$ cat src/sv/assert_macros.svh
// Assertion macros for the RTL files that check their own logic; the top level uses them.
`ifndef ASSERT_MACROS_SVH
`define ASSERT_MACROS_SVH

// Same-cycle implication, disabled while reset is asserted.
`define ASSERT_IMPL(name, ck, rn, ante, cons) \
  name: assert property (@(posedge ck) disable iff (!rn) (ante) |-> (cons)) \
    else $error("assertion failed");

// Next-cycle implication, disabled while reset is asserted.
`define ASSERT_NEXT(name, ck, rn, ante, cons) \
  name: assert property (@(posedge ck) disable iff (!rn) (ante) |=> (cons)) \
    else $error("assertion failed");

`endif

$ cat src/sv/tses_pkg.sv
// Package: types, constants and defaults of the timer effect engine.
package tses_pkg;

  localparam int CHIP_COUNT_DEF   = 3;
  localparam int SAMPLE_COUNT_DEF = 32;
  localparam int SAMPLE_DEPTH_DEF = 4096;

  localparam int VOICES_PER_CHIP = 3;
  localparam logic [1:0] VOICE_LAST = 2'd2;

  localparam int PREDIV_NUM = 7;
  localparam int CFG_IDX_W  = 3;
  localparam int CFG_DATA_W = 8;
  localparam logic [7:0] PREDIV_RST [PREDIV_NUM] =
    '{8'd4, 8'd10, 8'd16, 8'd50, 8'd64, 8'd100, 8'd200};

  localparam logic [1:0] CMD_FRAME = 2'd0;
  localparam logic [1:0] CMD_TICK  = 2'd1;
  localparam logic [1:0] CMD_BYTE  = 2'd2;
  localparam logic [1:0] CMD_LEN   = 2'd3;

  localparam logic [4:0] LEVEL_MAX = 5'd15;

  typedef struct packed {
    logic [1:0]  command;
    logic [1:0]  chip_index;
    logic [7:0]  sid_flag;
    logic [7:0]  drum_flag;
    logic [7:0]  sid_timer;
    logic [7:0]  reg_eight;
    logic [7:0]  reg_nine;
    logic [7:0]  reg_ten;
    logic [7:0]  sid_count;
    logic [7:0]  drum_count;
    logic [16:0] load_address;
    logic [12:0] load_value;
  } in_item_t;

  typedef struct packed {
    logic [1:0] out_chip;
    logic [1:0] out_voice;
    logic [3:0] out_level;
    logic       last;
  } out_item_t;

  typedef struct packed {
    logic        active;
    logic [3:0]  level;
    logic [15:0] reload;
    logic [15:0] phase;
    logic        toggle;
  } sq_state_t;

  typedef struct packed {
    logic        active;
    logic [15:0] reload;
    logic [15:0] phase;
    logic [12:0] position;
    logic [4:0]  sample;
  } dr_state_t;

  typedef struct packed {
    sq_state_t sq;
    dr_state_t dr;
  } voice_state_t;

  // Voice memory: lane write enables and read enable.
  typedef struct packed {
    logic sq_we;
    logic dr_we;
    logic rd_en;
  } vm_ctrl_t;

  // Sample store: byte load, length load, playback read.
  typedef struct packed {
    logic byte_we;
    logic len_we;
    logic rd_en;
  } smem_ctrl_t;

  typedef struct packed {
    logic push;
    logic flush;
  } rb_ctrl_t;

  typedef struct packed {
    logic ok;
    logic hold_v;
  } rb_stat_t;

endpackage

$ cat src/sv/tses_voice_mem.sv
// Per-voice state memory with square and drum write lanes and reset valid bits.
module tses_voice_mem #(
  parameter int DEPTH = 9,
  parameter int AW    = 4
) (
  input  logic                   clk,
  input  logic                   rst_n,
  input  tses_pkg::vm_ctrl_t     ctrl,
  input  logic [AW-1:0]          waddr,
  input  logic [AW-1:0]          raddr,
  input  tses_pkg::voice_state_t wdata,
  output tses_pkg::voice_state_t rdata
);
  import tses_pkg::*;

  voice_state_t     voice_mem [DEPTH];
  voice_state_t     rd_raw_r;
  logic [DEPTH-1:0] sq_vld_r;
  logic [DEPTH-1:0] dr_vld_r;
  logic             sq_ok_r;
  logic             dr_ok_r;

  always_ff @(posedge clk) begin
    if (ctrl.sq_we) begin
      voice_mem[waddr].sq <= wdata.sq;
    end
    if (ctrl.dr_we) begin
      voice_mem[waddr].dr <= wdata.dr;
    end
    if (ctrl.rd_en) begin
      rd_raw_r <= voice_mem[raddr];
      sq_ok_r  <= sq_vld_r[raddr];
      dr_ok_r  <= dr_vld_r[raddr];
    end
  end

  always_ff @(posedge clk) begin
    if (!rst_n) begin
      sq_vld_r <= '0;
      dr_vld_r <= '0;
    end else begin
      if (ctrl.sq_we) begin
        sq_vld_r[waddr] <= 1'b1;
      end
      if (ctrl.dr_we) begin
        dr_vld_r[waddr] <= 1'b1;
      end
    end
  end

  // A lane never written since reset reads as all zero.
  assign rdata.sq = sq_ok_r ? rd_raw_r.sq : '0;
  assign rdata.dr = dr_ok_r ? rd_raw_r.dr : '0;

endmodule

$ cat config.mk
export PLATFORM = sky130hd
export DESIGN_NAME = tses_voice_mem
export DESIGN_NICKNAME = d
export VERILOG_FILES = /design/src/sv/assert_macros.svh /design/src/sv/tses_pkg.sv /design/src/sv/tses_voice_mem.sv
export SDC_FILE = /design/constraint.sdc
export NUM_CORES = 1
export LEC_CHECK = 0
export BUFFER_PORTS_ARGS = -buffer_cell sky130_fd_sc_hd__buf_2
export CORE_ASPECT_RATIO = 1.25
export CORE_MARGIN = 1
export CORE_UTILIZATION = 40
export DETAILED_ROUTE_END_ITERATION = 6
export PLACE_DENSITY_LB_ADDON = 0.05
export SYNTH_ARGS = -nofsm -noshare
export SYNTH_HDL_FRONTEND = slang
export SYNTH_SLANG_ARGS = --single-unit
export TNS_END_PERCENT = 100
$ cat constraint.sdc
create_clock -name clk -period 4.2 [get_ports clk]
set_clock_uncertainty 0.15 [all_clocks]
set_input_delay 0 -clock clk [delete_from_list [all_inputs] [get_ports clk]]
set_output_delay 0 -clock clk [all_outputs]
set_load 0.01 [all_outputs]
==> results.yml <==
synth:
  syn_area_per_cell_um2: 18.7
  synth_cell_type_count: 27
  synth.area.top_cells: "edfxtp_1 (76%), mux2_2 (5.8%), mux2i_1 (5.0%)"
  synth_top_area_share_pct: 75.9
  synth_fp_nets: 1989
  syn_inst: 1887
  ys_ff_latch: 910
  synthArstFlopShare_pct: 0
  seq_area_frac_synth_pct: 76.9
  ys.flop_type: "edfxtp_1"
  synthesis.area_um2: 35300
  yosysTopAreaCell: "edfxtp_1"
  yosys_warnings: 0
  synth_edf_count: 892
setup_path:
  cp.required_ns: 4.34
  cp-start-kind: "input pin"
  slowest_stage: "dlygate4sd3_1"
  cp-end-kind: "flop"
  r2r_slack_ns: 2.23
  r2r_end: "sq_ok_r"
  worstPathMaxFanout: 29
  crit_top_cell: "dlygate4sd3_1"
  worstSetupPathType: "input pin to flop"
  reg2reg_from: "sq_vld_r[2]"
  slowest_delay_ns: 0.65
  arrival_ns: 2.87
  reg2reg_depth: 4
  worstPathCellList: "dlygate4sd3_1 > buf_2 > or3b_2 > dlygate4sd3_1 > nor2_4 > buf_4"
sta:
  slew_headroom_pct: 26.8
  tns_ns: 0
  final-setup-viol-count: 0
  layout_min_cycle_time_ns: 2.73
  fmaxAchievable_mhz: 367
  final_hold_viol_count: 0
  grt_setup_unrepaired: "false"
  tightest_slew_ns: 1.10
  min_period_over_period_pct: 65.0
  finalMaxSlewViolations: 0
die:
  die_w_um: 268
  core_area_um2: 87200
  ioPinCount: 191
  dieArea_um2: 89400
  num_rows: 121
  start_util_pct: 40.5
  dieHeight_um: 334
placed_design:
  port_buffers: 190
  dpl-instance-area_um2: 37700
  gp_congestion: 0.723
  dp_hpwl_um: 42300
grt:
  grt_pass1_wl_um: 124000
  grt_max_degree: 90
  grt_antenna_before_repair: 5
  gr-total-overflow: 0
  grt_pass1_vias: 19200
  grt_use_total_pct: 18.9
detailed_routing:
  ant_nets: 0
  drtIter0Drc: 1107
  routed_wl_um: 83700
  post_drt_wl_per_cell_um: 24.1
  via_count: 17900
  via_per_inst: 5.14
  drt_pass1_iterations: 4
  drc: 0
clock_tree:
  clk_path_buf_depth: 3
  cts_buffers: 92
  cts.sinks: 910
  cts_setup_buffers: 0
  ctsHtreeMaxLevel: 3
  cts_root_buffer: "clkbuf_16"
  clk_latency_ns: 0.66
  clk_pin_slew_worst_paths_ns: 0.06
  cts_tree: "built"
flow_run:
  max_cap_violations: 0
status:
  outcome: "finished clean"
min_path:
  hp-class: "input pin to flop"
  holdPathEnd: "voice_mem[0][9]"
  min_from: "wdata[9]"
  min_path_cells: 2
final_layout:
  nets: 2329
  design_area_um2: 42000
  drive_above_1_share_pct: 28.7
  post-route-util_pct: 48.2
  fill_cells: 7501
  area_growth_pct: 19.1
power:
  total_leakage_power_nw: 14.5
  worst_ir_drop_vdd_mv: 0.344
  report.power.total_mw: 19.5
  p_per_area_nw_per_um2: 465
-- layout make-up --
type / count / area (um^2) / area share, %
clock buffers: 113 / 2450 / 5.84
diodes: 3 / 7.51 / 0.0179
well taps: 1168 / 1460 / 3.48
clock inverters: 57 / 548 / 1.30
repair buffers: 358 / 2690 / 6.40
multi-input cells: 865 / 7720 / 18.4
flip-flops and latches: 910 / 27100 / 64.6
-- report_power, final --
group          total [mW]  internal (mW)  switching, mW
Sequential           10.3           10.2         0.0559
Combinational        1.15          0.470          0.680
Clock                8.12           4.66           3.46
Total                19.5           15.3           4.19
-- registers in the layout (all words and copies together), names as in the netlist --
name,flops
rd_raw_r,89
sq_vld_r,9
dr_vld_r,9
voice_mem,801
dr_ok_r,1
sq_ok_r,1
-- worst max-delay path: cells and delay by family --
kind,cells,cell delay [ns]
buffers and inverters,4,1.93
AND/OR/NAND/NOR,2,0.90
-- Yosys cell counts, drive strengths merged (3+ instances only) --
master,instances
nand2,94
o31ai,91
o21a,18
buf,57
and2,89
o22ai,91
mux2,182
a22o,89
nand2b,3
nor2,21
clkbuf,55
or3b,3
dfxtp,18
edfxtp,892
mux2i,178
-- layer usage --
layer	vias to the layer above	part of all wire, %	global-route usage [%]
met5	-	0.024	0
met4	4	1.6	4.91
met3	85	3.5	2.69
met2	289	51	33.4
met1	9267	44	24.2
li1	8218	-	-
-- cell usage in the layout (no fill, tap or decap), drive strengths merged, types with 2 or more instances in the layout --
cell type and count:
nand2b 3, dlygate4sd3 128, o31ai 91, clkinvlp 3, and2 89, a22o 89
mux2 182, mux2i 178, mux4 2, diode 3, nand2 94, o21a 18
or3b 3, dfxtp 18, clkinv 44, nor2 21, o22ai 91, inv 2
edfxtp 892, bufinv 8, clkbuf 114, buf 229
-- logic make-up after synthesis --
| group | after synthesis | share of synthesized area, % |
|---|---|---|
| DFF | 910 | 76.9 |
| buffers and inverters | 112 | 1.68 |
| muxes | 362 | 11.0 |
| AOI/OAI and AO/OA | 289 | 7.40 |
| and+or+nand+nor | 214 | 3.02 |
-- how the worst max path moves through the flow --
stage,cells past startpoint,endpoint,from
2_1_floorplan,2,voice_mem[4][0],waddr[1]
3_3_place_gp,4,voice_mem[1][55],waddr[1]
3_5_place_dp,4,voice_mem[3][34],waddr[3]
4_1_cts,3,rdata[40],dr_ok_r
5_1_grt,6,voice_mem[5][72],waddr[1]
6_report,6,voice_mem[5][72],waddr[1]
-- timing repair --
action	in CTS	in global routing
resized for setup	0	0
endpoints found under the hold margin	889	0
hold buffers	128	0
-- through the flow --
step                      hold WS (ns)  instances  worst slack [ns]
after detailed placement         0.138       3173              1.89
after floorplan                -0.0511       1887             0.882
final                           0.0292       3474              1.47
after CTS                    0.0000857       3471              1.41
after global placement           0.126       3173              1.92
after global routing            0.0365       3474              1.38
Note: power is estimated with default switching activity, not from simulation.
