**src/sv/assert_macros.svh**
```systemverilog
// Assertion macros for the RTL files that check their own logic; the top level uses them.
`ifndef ASSERT_MACROS_SVH
`define ASSERT_MACROS_SVH

// Same-cycle implication, disabled while reset is asserted.
`define ASSERT_IMPL(name, ck, rn, ante, cons) \
  name: assert property (@(posedge ck) disable iff (!rn) (ante) |-> (cons)) \
    else $error("assertion failed");

// Next-cycle implication, disabled while reset is asserted.
`define ASSERT_NEXT(name, ck, rn, ante, cons) \
  name: assert property (@(posedge ck) disable iff (!rn) (ante) |=> (cons)) \
    else $error("assertion failed");

`endif

```
**src/sv/tses_pkg.sv**
```systemverilog
// Package: types, constants and defaults of the timer effect engine.
package tses_pkg;

  localparam int CHIP_COUNT_DEF   = 3;
  localparam int SAMPLE_COUNT_DEF = 32;
  localparam int SAMPLE_DEPTH_DEF = 4096;

  localparam int VOICES_PER_CHIP = 3;
  localparam logic [1:0] VOICE_LAST = 2'd2;

  localparam int PREDIV_NUM = 7;
  localparam int CFG_IDX_W  = 3;
  localparam int CFG_DATA_W = 8;
  localparam logic [7:0] PREDIV_RST [PREDIV_NUM] =
    '{8'd4, 8'd10, 8'd16, 8'd50, 8'd64, 8'd100, 8'd200};

  localparam logic [1:0] CMD_FRAME = 2'd0;
  localparam logic [1:0] CMD_TICK  = 2'd1;
  localparam logic [1:0] CMD_BYTE  = 2'd2;
  localparam logic [1:0] CMD_LEN   = 2'd3;

  localparam logic [4:0] LEVEL_MAX = 5'd15;

  typedef struct packed {
    logic [1:0]  command;
    logic [1:0]  chip_index;
    logic [7:0]  sid_flag;
    logic [7:0]  drum_flag;
    logic [7:0]  sid_timer;
    logic [7:0]  reg_eight;
    logic [7:0]  reg_nine;
    logic [7:0]  reg_ten;
    logic [7:0]  sid_count;
    logic [7:0]  drum_count;
    logic [16:0] load_address;
    logic [12:0] load_value;
  } in_item_t;

  typedef struct packed {
    logic [1:0] out_chip;
    logic [1:0] out_voice;
    logic [3:0] out_level;
    logic       last;
  } out_item_t;

  typedef struct packed {
    logic        active;
    logic [3:0]  level;
    logic [15:0] reload;
    logic [15:0] phase;
    logic        toggle;
  } sq_state_t;

  typedef struct packed {
    logic        active;
    logic [15:0] reload;
    logic [15:0] phase;
    logic [12:0] position;
    logic [4:0]  sample;
  } dr_state_t;

  typedef struct packed {
    sq_state_t sq;
    dr_state_t dr;
  } voice_state_t;

  // Voice memory: lane write enables and read enable.
  typedef struct packed {
    logic sq_we;
    logic dr_we;
    logic rd_en;
  } vm_ctrl_t;

  // Sample store: byte load, length load, playback read.
  typedef struct packed {
    logic byte_we;
    logic len_we;
    logic rd_en;
  } smem_ctrl_t;

  typedef struct packed {
    logic push;
    logic flush;
  } rb_ctrl_t;

  typedef struct packed {
    logic ok;
    logic hold_v;
  } rb_stat_t;

endpackage

```
**src/sv/tses_stream_if.sv**
```systemverilog
// Valid/ready stream interface carrying one payload item per transfer.
interface tses_stream_if #(
  parameter type T = logic
);
  logic valid;
  logic ready;
  T     data;

  modport source (output valid, output data, input ready);
  modport sink   (input valid, input data, output ready);
endinterface

```
**src/sv/tses_result_buf.sv**
```systemverilog
// Result path: one-entry hold stage that resolves the last flag, then the output register.
module tses_result_buf (
  input  logic                clk,
  input  logic                rst_n,
  input  tses_pkg::rb_ctrl_t  ctrl,
  input  tses_pkg::out_item_t res,
  output tses_pkg::rb_stat_t  stat,
  tses_stream_if.source       out_item
);
  import tses_pkg::*;

  out_item_t hold_r;
  out_item_t out_r;
  logic      hold_v_r;
  logic      hold_v_nxt;
  logic      out_v_r;
  logic      out_v_nxt;
  logic      out_free;
  logic      load_out;
  logic      out_last;

  assign out_free    = !out_v_r || out_item.ready;
  assign stat.ok     = !hold_v_r || out_free;
  assign stat.hold_v = hold_v_r;

  // A held result only leaves once the next one arrives or the tick ends,
  // so its last flag is known when it moves to the output register.
  always_comb begin
    hold_v_nxt = hold_v_r;
    out_v_nxt  = out_v_r && !out_item.ready;
    load_out   = 1'b0;
    out_last   = 1'b0;
    if (ctrl.push && stat.ok) begin
      hold_v_nxt = 1'b1;
      load_out   = hold_v_r;
    end else if (ctrl.flush && stat.ok && hold_v_r) begin
      hold_v_nxt = 1'b0;
      load_out   = 1'b1;
      out_last   = 1'b1;
    end
    if (load_out) begin
      out_v_nxt = 1'b1;
    end
  end

  always_ff @(posedge clk) begin
    if (!rst_n) begin
      hold_v_r <= 1'b0;
      out_v_r  <= 1'b0;
    end else begin
      hold_v_r <= hold_v_nxt;
      out_v_r  <= out_v_nxt;
    end
  end

  always_ff @(posedge clk) begin
    if (ctrl.push && stat.ok) begin
      hold_r <= res;
    end
    if (load_out) begin
      out_r <= '{out_chip:  hold_r.out_chip,
                 out_voice: hold_r.out_voice,
                 out_level: hold_r.out_level,
                 last:      out_last};
    end
  end

  assign out_item.valid = out_v_r;
  assign out_item.data  = out_r;

endmodule

```
**src/flat_wrapper.sv**
```systemverilog
// flat-port wrapper written by rule: the top's interface ports become plain ports
module tses_result_buf_flat import tses_pkg::*;
  (clk, rst_n, ctrl, res, stat, out_item_valid, out_item_data, out_item_ready);
  tses_stream_if out_item_i ();
  input  logic clk;
  input  logic rst_n;
  input  tses_pkg::rb_ctrl_t ctrl;
  input  tses_pkg::out_item_t res;
  output tses_pkg::rb_stat_t stat;
  output wire logic [$bits(out_item_i.valid)-1:0] out_item_valid;
  output wire logic [$bits(out_item_i.data)-1:0] out_item_data;
  input wire logic [$bits(out_item_i.ready)-1:0] out_item_ready;
  assign out_item_valid = out_item_i.valid;
  assign out_item_data = out_item_i.data;
  assign out_item_i.ready = out_item_ready;
  tses_result_buf u_core (.clk(clk), .rst_n(rst_n), .ctrl(ctrl), .res(res), .stat(stat), .out_item(out_item_i));
endmodule
```
**config.mk**
```make
export PLATFORM = sky130hd
export DESIGN_NAME = tses_result_buf_flat
export DESIGN_NICKNAME = d
export VERILOG_FILES = /design/src/sv/assert_macros.svh /design/src/sv/tses_pkg.sv /design/src/sv/tses_stream_if.sv /design/src/sv/tses_result_buf.sv /design/src/flat_wrapper.sv
export SDC_FILE = /design/constraint.sdc
export NUM_CORES = 1
export LEC_CHECK = 0
export ABC_AREA = 1
export BUFFER_PORTS_ARGS = -buffer_cell sky130_fd_sc_hd__buf_2
export CAP_MARGIN = 10
export CORE_AREA = 2 2 39 41
export DETAILED_ROUTE_END_ITERATION = 8
export DIE_AREA = 0 0 41 43
export SYNTH_ARGS = -nofsm -noshare
export SYNTH_HDL_FRONTEND = slang
export SYNTH_SLANG_ARGS = --single-unit
export TNS_END_PERCENT = 10
```
**constraint.sdc**
```tcl
create_clock -name clk -period 1 [get_ports clk]
set_input_delay 0.15 -clock clk [delete_from_list [all_inputs] [get_ports clk]]
set_output_delay 0.15 -clock clk [all_outputs]
set_load 0.01 [all_outputs]
```
==> flow_summary.toml <==
[yosys]
netlist_top_cells_area = "dfxtp_1, edfxtp_1, inv_1"
synth_top_area_share_pct = 27.4
synth_edf_count = 1
ys_ff_latch = 3
yosys.area.top_type = "dfxtp_1"
seq_area_frac_synth_pct = 47.9
ys_top_cells_by_count = "inv_1, nand2_1, dfxtp_1"
yosysMostFrequentCell = "inv_1"
async_flop_share_pct = 0
mappedNetlistArea_um2 = 146
synthDistinctLibCells = 11
syn_avg_cell_area_um2 = 8.61
ys.flop_type = "dfxtp_1"
syn_inst = 17
yosysWarnings = 0
syn_nets = 31

[power]
leakagePower_nw = 0.115
power_mw = 0.397
irDropWorstVdd_mv = 0.203
powerDensity_nw_per_um2 = 1630

[critical_path]
worstSetupStartpointType = "register"
cp-end-kind = "primary output"
r2r_cells = 3
critPathKind = "register to primary output"
r2r_end = "u_core.out_item.data$_SDFFCE_PP0P_"
required_ps = 850
arrival_ps = 820
crit_fanout = 5
r2r_slack_ps = 110
timing.rr.start = "u_core.out_item.valid$_SDFF_PN0_"

[finish]
drive_gt1_share_pct = 57.1
layout.nets = 43
fillers = 165
multi_input_area_um2 = 61.3
syn2layout_area_growth_pct = 66.7
fin_util_pct = 17.6
instances_no_fill = 44
regArea_um2 = 75.1
finish.instance_area_um2 = 244
antenna_cells = 0

[detailed_routing]
dr_total_vias = 155
ant_nets = 0
dr.pass1.iters = 2
first_iter_violations = 3
drt-total-wl_um = 322
routedWlPerCell_um = 7.32
post-route-drc-count = 0
via_per_inst = 3.52

[grt]
first_global_vias = 143
track_usage_pct = 4.80
antenna_found_initial = 0
grt_pass1_wl_um = 448
grt_max_degree = 6
grt-ovfl-total = 0

[flow_run]
maxCapViolations = 0

[cts]
hold_buffers = 0
clock_path_buffers = 2
cts.sinks = 3
cts-root-buf = "clkbuf_4"
numCtsBuffers = 3
cts_tree = "done"
htreeDepth = 1
cts_setup_buffers = 0
path_clk_slew_ps = 40
insertion_delay_ps = 230

[placement]
place_area_um2 = 199
portBuffers = 8
dpl_worst_slack_ps = 82.5
routabilityCongestion = 0.641
dp_cells = 40
dp_hpwl_um = 267

[status]
status = "complete, no violations"

[timing]
tightest_slew_ps = 214
hold_viol = 0
setup_viol = 0
worst_slack_ps = 34.3
fin_skew_ps = 4.54
rsz0062_at_grt = "no"
timing.final.crit_share_pct = 96.6
max-slew-margin-rel_pct = 85.7
fmax_mhz = 1040
fin_tns_setup_ps = 0
finalCriticalPeriod_ps = 966
slew_viol_final = 0
worst_hold_slack_ps = 160

[worst_hold_path]
min_from = "rst_n"
min_delay_path_depth = 3
hp-class = "input port to register"
min_to = "u_core.hold_v_r$_SDFFE_PN0P_"

[floorplanning]
fp.dieW_um = 41
die-area_um2 = 1760
coreArea_um2 = 1380
boundaryPins = 18
row_count = 14
start_util_pct = 10.6
die_h_um = 43
cells by family after synthesis:
logic type             after synthesis  share of synthesized area, %
and+or+nand+nor                      6                          22.2
buffers and inverters                5                          15.4
DFF                                  3                          47.9
AOI/OAI and AO/OA                    3                          14.5
worst max-delay path, cell delays in order, from the launching register on:
cell     delay (ps)
dfxtp_4         370
nand3_4          90
buf_6           130
report_power, final:
part / internal, mW / total, mW / switching, mW
Sequential: 0.134 / 0.142 / 0.00795
Combinational: 0.0196 / 0.0417 / 0.0222
Clock: 0.150 / 0.213 / 0.0632
Total: 0.303 / 0.397 / 0.0933
worst max path at each step:
stage / start / to / slack, ps / depth (start not counted)
global placement: u_core.hold_v_r$_SDFFE_PN0P_ / u_core.out_item.data$_SDFFCE_PP0P_ / 100 / 2
CTS: u_core.hold_v_r$_SDFFE_PN0P_ / stat[1] / 20 / 2
global route: u_core.hold_v_r$_SDFFE_PN0P_ / stat[1] / 7 / 2
floorplan: u_core.out_item.valid$_SDFF_PN0_ / u_core.out_item.data$_SDFFCE_PP0P_ / 100 / 3
detailed placement: u_core.hold_v_r$_SDFFE_PN0P_ / u_core.out_item.data$_SDFFCE_PP0P_ / 80 / 2
finish: u_core.hold_v_r$_SDFFE_PN0P_ / stat[1] / 30 / 2
cells in the final DEF (no fill, tap or decap), drive strengths merged:
master / count
a21oi: 2
buf: 8
clkbuf: 4
dfxtp: 2
edfxtp: 1
inv: 4
nand2: 4
nand3: 1
nor3: 1
o211ai: 1
registers in the layout, summed over array words and instances (netlist names):
| signal | count |
|---|---|
| u_core.out_item.valid | 1 |
| u_core.out_item.data | 1 |
| u_core.hold_v_r | 1 |
per-layer routing:
metal / share of wire (%) / wire length, µm / up-vias / global-route usage, %
met5: 0 / 0 / - / 0
met4: 4.3 / 14 / 0 / 12.0
met3: 7.5 / 24 / 2 / 0
met2: 59 / 191 / 7 / 7.50
met1: 28 / 91 / 71 / 1.91
li1: - / - / 75 / -
cell type report:
cell class / count / share of cell area [%]
timing repair buffer: 8 / 19.0
multi-input combinational: 9 / 25.1
sequential: 3 / 30.8
tap: 16 / 8.21
inverter: 4 / 6.15
clock buffer: 4 / 10.8
what timing repair did:
action	4_1_cts	5_1_grt
resized for setup	5	0
setup endpoints to repair	1	0
endpoints found under the hold margin	0	0
Power figures use the tool's default switching activity.
